`config.mk`:
```
export PLATFORM = sky130hd
export DESIGN_NAME = cad2d_div_cell
export DESIGN_NICKNAME = d
export VERILOG_FILES = /design/src/sv/cad2d_div_cell.sv
export SDC_FILE = /design/constraint.sdc
export NUM_CORES = 1
export LEC_CHECK = 0
export ABC_AREA = 0
export BUFFER_PORTS_ARGS = -buffer_cell sky130_fd_sc_hd__buf_2
export CORE_MARGIN = 2
export CORE_UTILIZATION = 35
export CTS_CLUSTER_DIAMETER = 30
export DETAILED_ROUTE_END_ITERATION = 12
export GPL_TIMING_DRIVEN = 0
export PLACE_DENSITY = 0.61
export SLEW_MARGIN = 20
export SYNTH_ARGS = -nofsm -noshare
export SYNTH_HDL_FRONTEND = slang
export SYNTH_SLANG_ARGS = --single-unit
export TNS_END_PERCENT = 20
```
`constraint.sdc`:
```
create_clock -name clk -period 1.01 [get_ports clk]
set_clock_uncertainty 0.1 [all_clocks]
set_input_delay 0.202 -clock clk [delete_from_list [all_inputs] [get_ports clk]]
set_output_delay 0.202 -clock clk [all_outputs]
set_load 0.03 [all_outputs]
```
`src/sv/cad2d_div_cell.sv`:
```
// Restoring divider cell: one quotient bit per stage.
module cad2d_div_cell #(
	parameter int NW = 64,
	parameter int DW = 32,
	parameter int QW = 32
) (
	input  logic          clk,
	input  logic          arst_n,
	input  logic          en,
	input  logic          valid_in,
	input  logic [NW-1:0] num_in,
	input  logic [DW:0]   rem_in,
	input  logic [DW-1:0] den_in,
	input  logic [QW-1:0] quo_in,
	input  logic [DW-1:0] side_in,
	input  logic [1:0]    kind_in,
	output logic          valid_out,
	output logic [NW-1:0] num_out,
	output logic [DW:0]   rem_out,
	output logic [DW-1:0] den_out,
	output logic [QW-1:0] quo_out,
	output logic [DW-1:0] side_out,
	output logic [1:0]    kind_out
);
	logic [DW+1:0] shifted;
	logic [DW+1:0] diff;
	logic          take;

	always_comb begin
		shifted = {rem_in, num_in[NW-1]};
		diff    = shifted - {2'b00, den_in};
		take    = !diff[DW+1];
	end

	always_ff @(posedge clk or negedge arst_n) begin
		if (!arst_n) begin
			valid_out <= 1'b0;
		end else if (en) begin
			valid_out <= valid_in;
		end
	end

	always_ff @(posedge clk) begin
		if (en) begin
			num_out  <= {num_in[NW-2:0], 1'b0};
			rem_out  <= take ? diff[DW:0] : shifted[DW:0];
			den_out  <= den_in;
			quo_out  <= {quo_in[QW-2:0], take};
			side_out <= side_in;
			kind_out <= kind_in;
		end
	end
endmodule

```
==> metrics.md, run 1 <==
| Metric | Value |
|---|---|
| Main combinational cell family by area after synthesis | compound AO/OA/AOI/OAI gates |
| PD cells | 1590 nW/um2 |
| Fmax | roughly 0.40 GHz |
| Worst path required time | between 1 and 1.5 ns |
| Row count | 56 |
| Total track usage | 0.216 |
| Crit path launch type | input pin |
| Yosys warns | 0 |
| Post-synth top flop | edfxtp_1 |
| Hold Crit Class | input pin to flip-flop |
| Layout area overhead | 82.5% |
| Vias post-DR | approximately 6.7k |
| Clock Power Share | 0.291 |
| Unique masters post-synth | 66 |
| Critical path peak fanout | 4 |
| Top post-synthesis cells by area | edfxtp_1 70%, ha_1 4.8%, mux2_4 4.4% |
| Largest net degree at the start of global routing | between 90 and 100 |
| Synth top area share | 0.705 |
| Grt ovf | 0 |
| I/O Pins | between 300 and 400 |
| Buffers on Ports | a little under 400 |
| Clock transition at path regs | about 0.070 ns |
| Setup CP Type | input pin to flip-flop |
| Sequential fraction of the synthesis area | 0.708 |
| Min Tclk post-route | between 2 and 2.5 ns |
| Synthesized area | around 8300 um2 |
| CTS tree | yes |
| Synth Area per Inst | ~17 um2 |
| Worst EP arrival | around 2.6 ns |
| Sequential share of power | 0.424 |
| CTS Buf Count | 17 |
| Outcome | finished with violations |
| Total of max-cap violations | 0 |
| TritonCTS Sinks | 195 |
| Die height | between 150 and 200 um |
| Post-Route WL | 28.1 mm |
| Initial antenna violation count | 3 |
| Final Wtd Congestion | around 0.77 |
| Final WS setup | -1.47 ns |
| ANT nets after route | 0 |
| Slew Viols, Final | 0 |
| Count of state elements after synthesis | between 150 and 200 |
| Failing checks | negative hold slack, negative setup slack |
| DRC viols | 0 |
| Pre-CTS WS | -2.30 ns |
| Initial Utilization | 0.354 |
| Synth Area in XOR/XNOR | 0.0275 |
| Clock insertion delay at the later pin of the skew report | 0.42 ns |
| Leak | 6.44 nW |
| Sw frac | 0.307 |
| Critical Path Sink Type | flip-flop |
| Die area | ~25000 um2 |
| Share of cells above drive strength 1 | 0.514 |
| Detailed Route Iter0 Violations | 377 |
| Synth area leader | edfxtp_1 |
| DP HPWL | about 18 mm |
| Min Hold Slack | -0.0160 ns |
| Nets | ~1.3k |
| Synth Area in Compound Gates | 0.0845 |
| CORE AREA | approximately 23000 um2 |
| CTS max path bufs | 2 |
| Root buf cell | clkbuf_16 |
| Post-synth EDFFs | a little under 200 |
| Post-synthesis mux area share | 0.0539 |
| Power Total | 23.9 mW |
| Mapped Cells | approximately 500 |
| Worst vdd rail ir drop | about 0.0009 V |
| Tcrit/Tclk final | 2.46 |
| First-pass iteration count of the detailed router | 5 |
| Synth Area in Simple Gates | 0.0451 |
| First-pass GRT wire length | between 30 and 40 mm |
| Finished Core Util | 0.647 |
| Psw | between 7 and 8 mW |
| RSZ-0062 raised after global routing | true |
| P_int | approximately 17 mW |
| Post-synth net total | between 700 and 800 |
| Final Hold Viols | 10 |
| Ys async rst share | 0.00513 |
| Cell area after layout | between 15000 and 20000 um2 |
| H-tree depth | 4 |
| Width of the die | about 160 um |
| Vias/cell | about 4.6 |
| Vias in the first global route | between 6k and 7k |
| DR WL/cell | around 19 um |
| Hold_buf cts | 164 |
| Post-DP Area | around 11000 um2 |
| Final setup vio count | 230 |
| Synth Area in Adders | 0.0509 |
| Comb pwr share | 0.285 |
## per-stage QoR
step / cells / TNS (ns)
finish: 1446 / -101.54
detailed placement: 1214 / -136.37
CTS: 1429 / -106.91
global placement: 1212 / -649.26
floorplan: 501 / -53.80
global route: 1446 / -111.22
## registers in the layout, summed over array words and instances, names as in the netlist
register   count
kind_out       2
den_out       32
valid_out      1
quo_out       32
num_out       63
side_out      32
rem_out       33
## logic make-up (layout without fill, tap and decap cells)
group                    after synthesis  count (layout)
buffers and inverters                 47             670
other                                  1               4
adder cells (fa/ha/maj)               33              33
AND/OR/NAND/NOR                       71              71
multiplexers                          32              32
flip-flops                           195             195
AO/OA/AOI/OAI                         96              96
XOR/XNOR                              26              26
## per-layer routing
metal | vias to the layer above | share of wire | track usage
met2 | 259 | 0.51 | 0.374
met4 | 0 | 0.041 | 0.109
li1 | 3132 | - | -
met1 | 3235 | 0.38 | 0.248
met5 | - | 0 | 0
met3 | 72 | 0.067 | 0.0545
## cell type report
type	count	area [um2]
tap	319	399
clock buffer	17	425
timing repair buffer	594	5360
sequential	195	5850
antenna	3	7.51
fill	1638	8250
multi-input combinational	259	2610
clock inverter	14	175
buffer	6	93.8
inverter	39	166
## power by group through the flow
stage | sequential (mW) | clock [mW] | combinational, mW
3_5_place_dp | 10.1 | 0 | 4.82
5_1_grt | 10.2 | 7.41 | 7.18
3_3_place_gp | 10.1 | 0 | 4.76
2_1_floorplan | 11.7 | 0 | 1.59
6_report | 10.2 | 6.96 | 6.82
4_1_cts | 10.1 | 7.06 | 6.55
## layout by cell type (no fill, tap or decap), types with 5 or more instances in the layout
cell,n
buf_6,207
edfxtp_1,194
buf_2,186
dlygate4sd3_1,164
inv_1,31
mux2_4,28
buf_4,24
a21oi_1,19
xnor2_1,19
clkbuf_16,17
a21o_1,15
nor2_1,14
ha_4,14
ha_1,13
nand2_1,12
buf_12,8
o21a_1,7
xor2_1,7
a21oi_2,6
nand3_1,6
o21ai_0,6
a31oi_1,5
ha_2,5
buf_8,5
## synth_stat cells, types with 4 or more instances
cell	n
xor2_1	7
mux2_4	24
nor3_1	5
o21a_1	7
a21o_1	15
ha_1	32
a21oi_1	26
o21ai_0	7
mux2i_1	4
nand2_1	13
xnor2_1	19
edfxtp_1	194
nand2b_1	4
mux2_2	4
inv_1	39
a31oi_1	6
nand3_1	6
nor2_1	19
## worst paths after layout
kind,start,to,slack (ns),cells past startpoint
worst min register to register,valid_out$_DFFE_PN0P_,valid_out$_DFFE_PN0P_,0.44,1
worst max register to register,valid_out$_DFFE_PN0P_,valid_out$_DFFE_PN0P_,0.14,1
max in group asynchronous,arst_n,valid_out$_DFFE_PN0P_,0.16,3
min in group asynchronous,arst_n,valid_out$_DFFE_PN0P_,0.53,3
worst min-delay path,rem_in[5],rem_out[6]$_DFFE_PP_,-0.02,2
worst max-delay path,den_in[6],rem_out[27]$_DFFE_PP_,-1.47,13
## timing repair
action	in CTS	in global routing
pin swaps	16	34
cloned	2	0
endpoints found under the setup margin	230	230
hold endpoints to repair	180	13
resized for setup	437	56
buffers inserted	19	17
## critical path, stage by stage
cell,delay [ns]
buf_12,0.11
inv_12,0.04
ha_4,0.19
a21o_1,0.19
a32o_2,0.31
o2111ai_4,0.28
nand4_4,0.15
buf_4,0.16
buf_4,0.12
a31o_2,0.23
a21oi_1,0.19
xnor2_1,0.11
mux2_4,0.27
Power figures use the tool's default switching activity.
==> run 2, diff against run 1 <==
CORE_AREA = 2 2 153 155   (was default)
CORE_MARGIN = default   (was 2)
CORE_UTILIZATION = default   (was 35)
DIE_AREA = 0 0 155 157   (was default)
PLACE_DENSITY = 0.63   (was 0.61)
==> run 2 against run 1 <==
- the run still ends with negative hold slack, negative setup slack left
- non-clock buffer count is 3 lower
- global-route usage up 1.1 points
- count of clock-buffer cells in the layout unchanged
- sequential power is essentially flat
- fmax is 1.9% lower
- power down 0.61%
- combinational power about the same
- sequential cell count did not move
- final cell count down 2.8%
- clock power fell by 2%
- critical endpoint is now rem_out[3]$_DFFE_PP_
- largest cell class unchanged
- largest power group unchanged
- highest routed layer unchanged
==> metrics.md, run 2 (synthesized netlist as in run 1, its figures left out) <==
| Metric | Value |
|---|---|
| Row count | 55 |
| Worst path required time | roughly 1.1 ns |
| End of the worst hold path | rem_out[6]$_DFFE_PP_ |
| Vias in the first global route | 6957 |
| Sequential share of power | 0.427 |
| Min Hold Slack | -0.0111 ns |
| Hold_buf cts | roughly 160 |
| Psw | just over 7 mW |
| Crit-path slowest cell | mux2_2 |
| Initial Utilization | 0.367 |
| CTS tree | yes |
| Clock transition at path regs | about 0.07 ns |
| Worst vdd rail ir drop | 0.000951 V |
| Crit path launch type | input pin |
| Vias post-DR | 6717 |
| I/O Pins | just under 400 |
| Final setup vio count | about 230 |
| Max reg flops | 63 |
| Worst EP arrival | 2.60 ns |
| Power Total | 23.8 mW |
| Critical path peak fanout | 6 |
| Setup slack, reg-to-reg | between 0.1 and 0.15 ns |
| Die height | roughly 160 um |
| CTS Buf Count | 17 |
| Detailed Route Iter0 Violations | a little under 400 |
| Failing checks | negative hold slack, negative setup slack |
| First-pass GRT wire length | approximately 40 mm |
| Final Wtd Congestion | just over 0.8 |
| Share of cells above drive strength 1 | 0.508 |
| Most common cell after layout, fill and taps aside | buf_6 |
| Layout area overhead | 81.3% |
| PD cells | between 1500 and 2000 nW/um2 |
| H-tree depth | 4 |
| CORE AREA | 22500 um2 |
| Critical Path Max Stage Delay | between 0.3 and 0.4 ns |
| Total track usage | 0.227 |
| Comb pwr share | 0.287 |
| Total of max-cap violations | 0 |
| R2R depth | 1 |
| Leak | 6.43 nW |
| Commonest cells after routing, fill and taps aside | 206 x buf_6, 194 x edfxtp_1, 189 x buf_2 |
| Buffers on Ports | 392 |
| Clock insertion delay at the later pin of the skew report | around 0.42 ns |
| Die area | 24300 um2 |
| Clock Power Share | 0.286 |
| Nets | roughly 1.3k |
| DR WL/cell | between 20 and 25 um |
| Min Tclk post-route | 2.53 ns |
| Bufs and invs on worst path | 3 |
| Initial antenna violation count | 1 |
| Sw frac | 0.304 |
| Slew Viols, Final | 0 |
| Pre-CTS WS | -2.26 ns |
| Family with the most delay on the worst path | compound AO/OA/AOI/OAI gates |
| N_diodes | 0 |
| CTS max path bufs | 2 |
| TritonCTS Sinks | 195 |
| DP HPWL | about 17 mm |
| First-pass iteration count of the detailed router | 4 |
| Grt ovf | 0 |
| ANT nets after route | 0 |
| RR Endpoint | valid_out$_DFFE_PN0P_ |
| Tcrit/Tclk final | 2.50 |
| Critical path launch point | rem_in[5] |
| Post-Route WL | between 20 and 30 mm |
| Reg-to-reg startpoint | valid_out$_DFFE_PN0P_ |
| Fmax | roughly 0.40 GHz |
| Hold depth | 2 |
| Outcome | finished with violations |
| Root buf cell | clkbuf_16 |
| P_int | approximately 17 mW |
| Final Hold Viols | 4 |
| Cell chain of the critical path | buf_8 -> ha_4 -> a21o_1 -> a32o_2 -> o2111ai_4 -> nand4_4 -> nand2_4 -> a2bb2oi_4 -> and2_4 -> buf_12 -> buf_6 -> mux2_2 |
| Hold_sp | rem_in[5] |
| Setup CP Type | input pin to flip-flop |
| Width of the die | 155 um |
| Largest net degree at the start of global routing | between 50 and 60 |
| Hold Crit Class | input pin to flip-flop |
| Vias/cell | 4.78 |
| Final WS setup | -1.52 ns |
| Critical Path Sink Type | flip-flop |
| RSZ-0062 raised after global routing | true |
| Largest regs | num_out: 63 flops, rem_out: 33 flops |
| DRC viols | 0 |
| Biggest register | num_out |
## run 2: layer usage
layer	track usage	share of wire
met1	0.257	0.37
met4	0.0789	0.028
met2	0.417	0.54
met5	0	0
met3	0.0564	0.062
## run 2: how the worst max path moves through the flow
| stage | to | cells past startpoint |
|---|---|---|
| 2_1_floorplan | rem_out[27]$_DFFE_PP_ | 12 |
| 3_3_place_gp | valid_out$_DFFE_PN0P_ | 2 |
| 3_5_place_dp | rem_out[27]$_DFFE_PP_ | 14 |
| 4_1_cts | rem_out[21]$_DFFE_PP_ | 15 |
| 5_1_grt | rem_out[3]$_DFFE_PP_ | 14 |
| 6_report | rem_out[3]$_DFFE_PP_ | 12 |
## run 2: timing repair
| action | CTS | global route |
|---|---|---|
| gates resized for setup | 443 | 37 |
| cloned | 4 | 0 |
| endpoints found under the hold margin | 181 | 12 |
| pin swaps | 17 | 22 |
| endpoints found under the setup margin | 331 | 229 |
| buffers inserted | 22 | 9 |
## run 2: power by group through the flow
stage,logic (mW),registers (mW),clock network (mW)
final,6.82,10.2,6.82
after floorplan,1.59,11.7,0
after CTS,6.60,10.1,7.04
after detailed placement,4.80,10.1,0
after global routing,7.16,10.2,7.27
after global placement,4.76,10.1,0
## run 2: area by class of cell
| cell class | instances | area (um2) |
|---|---|---|
| Clock inverter | 14 | 178 |
| Timing Repair Buffer | 590 | 5310 |
| Inverter | 39 | 166 |
| Clock buffer | 17 | 425 |
| Sequential cell | 195 | 5850 |
| Tap cell | 285 | 357 |
| Buffer | 7 | 111 |
| Multi-Input combinational cell | 259 | 2590 |
| Fill cell | 1510 | 7520 |
## run 2: stage by stage
stage                     hold slack, ns  cells   util  area [um2]  setup TNS (ns)
final                            -0.0111   1406  0.666       15000         -102.06
after detailed placement          -0.109   1179  0.478       10800         -173.87
after global routing             -0.0377   1406  0.666       15000         -111.99
after CTS                        -0.0355   1400  0.658       14800         -106.65
after global placement            -0.106   1178  0.476       10700         -642.02
after floorplan                   -0.194    501      -        8400          -53.80
==> run 3, diff against run 2 <==
CORE_AREA = 2 2 156 158   (was 2 2 153 155)
CTS_BUF_LIST = sky130_fd_sc_hd__clkbuf_2   (was default)
DIE_AREA = 0 0 158 160   (was 0 0 155 157)
PLACE_DENSITY = 0.61   (was 0.63)
==> run 3 against run 2 <==
- the flow now stops in 4_1_cts
- area after synthesis did not move
- synthesized cell count did not move
==> metrics.md, run 3 <==
| Metric | Value |
|---|---|
| Outcome | did not finish |
| Last stage | 4_1_cts |
| Error msg | [ERROR RSZ-0060] Max buffer count reached. |
| Resize count post-CTS | about 430 |
| Count of state elements after synthesis | 195 |
| Top-count cell post-synth | edfxtp_1 |
| CTS max path bufs | 2 |
| H-tree depth | 4 |
| Die height | between 150 and 200 um |
| Synth Area in Adders | 0.0509 |
| I/O Pins | 395 |
| Width of the die | roughly 160 um |
| Setup bufs post-CTS | 16 |
| Top post-synthesis cells by area | edfxtp_1 70%, ha_1 4.8%, mux2_4 4.4% |
| DP HPWL | approximately 17 mm |
| Post-synth top flop | edfxtp_1 |
| Synth top area share | 0.705 |
| Synth Area in Simple Gates | 0.0451 |
| Synth Area in Compound Gates | 0.0845 |
| Synth Area per Inst | about 17 um2 |
| Unique masters post-synth | 66 |
| Synthesized area | just over 8000 um2 |
| Root buf cell | clkbuf_2 |
| Buffers on Ports | ~390 |
| Row count | 57 |
| Hold_buf cts | around 260 |
| Synth area leader | edfxtp_1 |
| Initial Utilization | 0.347 |
| CTS Buf Count | 17 |
| Main combinational cell family by area after synthesis | compound AO/OA/AOI/OAI gates |
| Synth Area in XOR/XNOR | 0.0275 |
| Final Wtd Congestion | around 0.80 |
| Post-synth EDFFs | between 150 and 200 |
| Synth top cells by count | 194 x edfxtp_1, 39 x inv_1, 32 x ha_1 |
| Mapped Cells | ~500 |
| Post-synthesis mux area share | 0.0539 |
| Placed Cells | 1219 |
| Ys async rst share | 0.00513 |
| Post-synth net total | about 730 |
| Yosys warns | 0 |
| TritonCTS Sinks | 195 |
| Sequential fraction of the synthesis area | 0.708 |
run 3: cell counts after synthesis:
No cell type changed its count.
run 3: cell families after synthesis:
kind of cell / Yosys count
muxes: 32
and+or+nand+nor: 71
other: 1
buffers and inverters: 47
AOI/OAI and AO/OA: 96
xor gates and xnor gates: 26
adders and majority gates: 33
DFF: 195
run 3: per-stage QoR:
step	TNS, ns	worst slack [ns]	utilization	cell area (um2)	hold slack, ns
after floorplan	-53.80	-1.63	-	8400	-0.194
after global placement	-641.37	-3.05	0.452	10800	-0.122
after detailed placement	-132.27	-2.29	0.455	10800	-0.119
==> run 4, diff against run 3 <==
CORE_AREA = default   (was 2 2 156 158)
CORE_MARGIN = 2   (was default)
CORE_UTILIZATION = 35   (was default)
CTS_BUF_LIST = default   (was sky130_fd_sc_hd__clkbuf_2)
CTS_CLUSTER_DIAMETER = default   (was 30)
DIE_AREA = default   (was 0 0 158 160)
PLACE_DENSITY = default   (was 0.61)
PLACE_DENSITY_LB_ADDON = 0.15   (was default)
==> run 4 against run 3 <==
- the flow now finishes, with violations (negative hold slack, negative setup slack)
==> metrics.md, run 4 (synthesized netlist as in run 1, its figures left out) <==
| Metric | Value |
|---|---|
| Share of cells above drive strength 1 | 0.508 |
| Most common cell after layout, fill and taps aside | buf_6 |
| Layout area overhead | 81.3% |
| Worst path required time | around 1.1 ns |
| RSZ-0062 raised after global routing | true |
| Biggest register | num_out |
| Critical path peak fanout | 6 |
| DP HPWL | approximately 17 mm |
| CP dominant cell by count | buf_12 |
| DRC viols | 0 |
| Power Total | between 20 and 25 mW |
| Grt ovf | 0 |
| Fmax | roughly 0.41 GHz |
| Vias in the first global route | between 6k and 7k |
| Clock insertion delay at the later pin of the skew report | ~0.42 ns |
| Setup TNS | -98.64 ns |
| Width of the die | about 160 um |
| Die area | roughly 25000 um2 |
| Largest net degree at the start of global routing | 53 |
| Tcrit/Tclk final | 2.42 |
| Finished Core Util | 0.642 |
| I/O Pins | 395 |
| Cell area after layout | between 10000 and 15000 um2 |
| Initial antenna violation count | 3 |
| Worst EP arrival | approximately 2.5 ns |
| Total of max-cap violations | 0 |
| Hold Crit Class | input pin to flip-flop |
| Min Tclk post-route | 2.45 ns |
| Row count | 56 |
| Nets | about 1.3k |
| CTS tree | yes |
| Initial Utilization | 0.354 |
| CTS max path bufs | 2 |
| PD cells | between 1500 and 2000 nW/um2 |
| Final setup vio count | between 200 and 250 |
| Min Hold Slack | -0.00399 ns |
| CTS Buf Count | 17 |
| Vias/cell | 4.59 |
| First-pass iteration count of the detailed router | 6 |
| Total track usage | 0.207 |
| Final Hold Viols | 5 |
| Commonest cells after routing, fill and taps aside | 199 x buf_6, 194 x edfxtp_1, 190 x buf_2 |
| Detailed Route Iter0 Violations | 325 |
| Critical Path Sink Type | flip-flop |
| Crit path launch type | input pin |
| Largest regs | num_out: 63 flops, rem_out: 33 flops |
| Outcome | finished with violations |
| Final Wtd Congestion | approximately 0.75 |
| Post-Route WL | between 20 and 30 mm |
| Critical Path Max Stage Delay | about 0.30 ns |
| FILL cells | ~1.7k |
| ANT nets after route | 0 |
| Final WS setup | -1.44 ns |
| Buffers on Ports | 392 |
| Post-DP Area | 10800 um2 |
| H-tree depth | 4 |
| Hold_buf cts | 165 |
| First-pass GRT wire length | between 30 and 40 mm |
| Worst vdd rail ir drop | just over 0.0009 V |
| Die height | roughly 160 um |
| CORE AREA | around 23000 um2 |
| Cell chain of the critical path | buf_8 -> inv_12 -> ha_4 -> a21o_1 -> a32o_2 -> o2111ai_4 -> nand4_4 -> nand2_4 -> a2bb2oi_4 -> and2_4 -> buf_12 -> buf_12 -> mux2_4 |
| Crit-path slowest cell | a32o_2 |
| TritonCTS Sinks | 195 |
| DR WL/cell | between 15 and 20 um |
| Root buf cell | clkbuf_16 |
| Leak | about 6.4 nW |
| Setup CP Type | input pin to flip-flop |
| Slew Viols, Final | 0 |
| Vias post-DR | roughly 6.6k |
| Failing checks | negative hold slack, negative setup slack |
| Max reg flops | 63 |
| Clock transition at path regs | around 0.080 ns |
[run 4: final timing paths]
path | from | end | slack (ns) | cells past startpoint
worst max-delay path | den_in[6] | rem_out[17]$_DFFE_PP_ | -1.44 | 13
worst min-delay path | rem_in[20] | rem_out[21]$_DFFE_PP_ | -0.004 | 2
worst max register to register | valid_out$_DFFE_PN0P_ | valid_out$_DFFE_PN0P_ | 0.15 | 1
worst min register to register | valid_out$_DFFE_PN0P_ | valid_out$_DFFE_PN0P_ | 0.44 | 1
max in group asynchronous | arst_n | valid_out$_DFFE_PN0P_ | 0.20 | 3
min in group asynchronous | arst_n | valid_out$_DFFE_PN0P_ | 0.51 | 3
[run 4: layout make-up]
class                           count  area (um2)  area share
Sequential cell                   195        5850       0.390
Clock inverter                     15         181      0.0121
Inverter                           39         164      0.0109
Multi-Input combinational cell    259        2590       0.173
Buffer                              8         125     0.00835
Timing Repair Buffer              588        5250       0.350
Antenna cell                        2        5.00    0.000334
Tap cell                          319         399      0.0266
Clock buffer                       17         425      0.0284
[run 4: where the power goes]
group	switching (mW)	internal (mW)
combinational	3.34	3.34
clock	3.53	3.40
sequential	0.357	9.78
[run 4: per-stage QoR]
stage	cells	setup WS, ns
floorplan	501	-1.63
global placement	1212	-3.13
detailed placement	1213	-2.26
CTS	1433	-1.60
global route	1442	-1.50
finish	1442	-1.44
[run 4: per-layer routing]
metal	global-route usage	share of wire	vias up
met3	0.0580	0.069	54
met1	0.230	0.38	3188
met2	0.372	0.52	252
met4	0.0848	0.033	2
li1	-	-	3127
met5	0	0.00048	-
[run 4: timing repair]
| action | CTS | global route |
|---|---|---|
| gates cloned | 4 | 0 |
| gates resized for setup | 434 | 39 |
| pin swaps | 22 | 34 |
| endpoints found under the setup margin | 332 | 229 |
| endpoints found under the hold margin | 182 | 12 |
| buffers inserted | 19 | 9 |
[run 4: critical path: cells and delay by family]
family	cells	cell delay [ns]
and+or+nand+nor	3	0.44
adders and majority gates	1	0.20
AOI/OAI and AO/OA	4	0.94
muxes	1	0.30
buffers and inverters	4	0.43
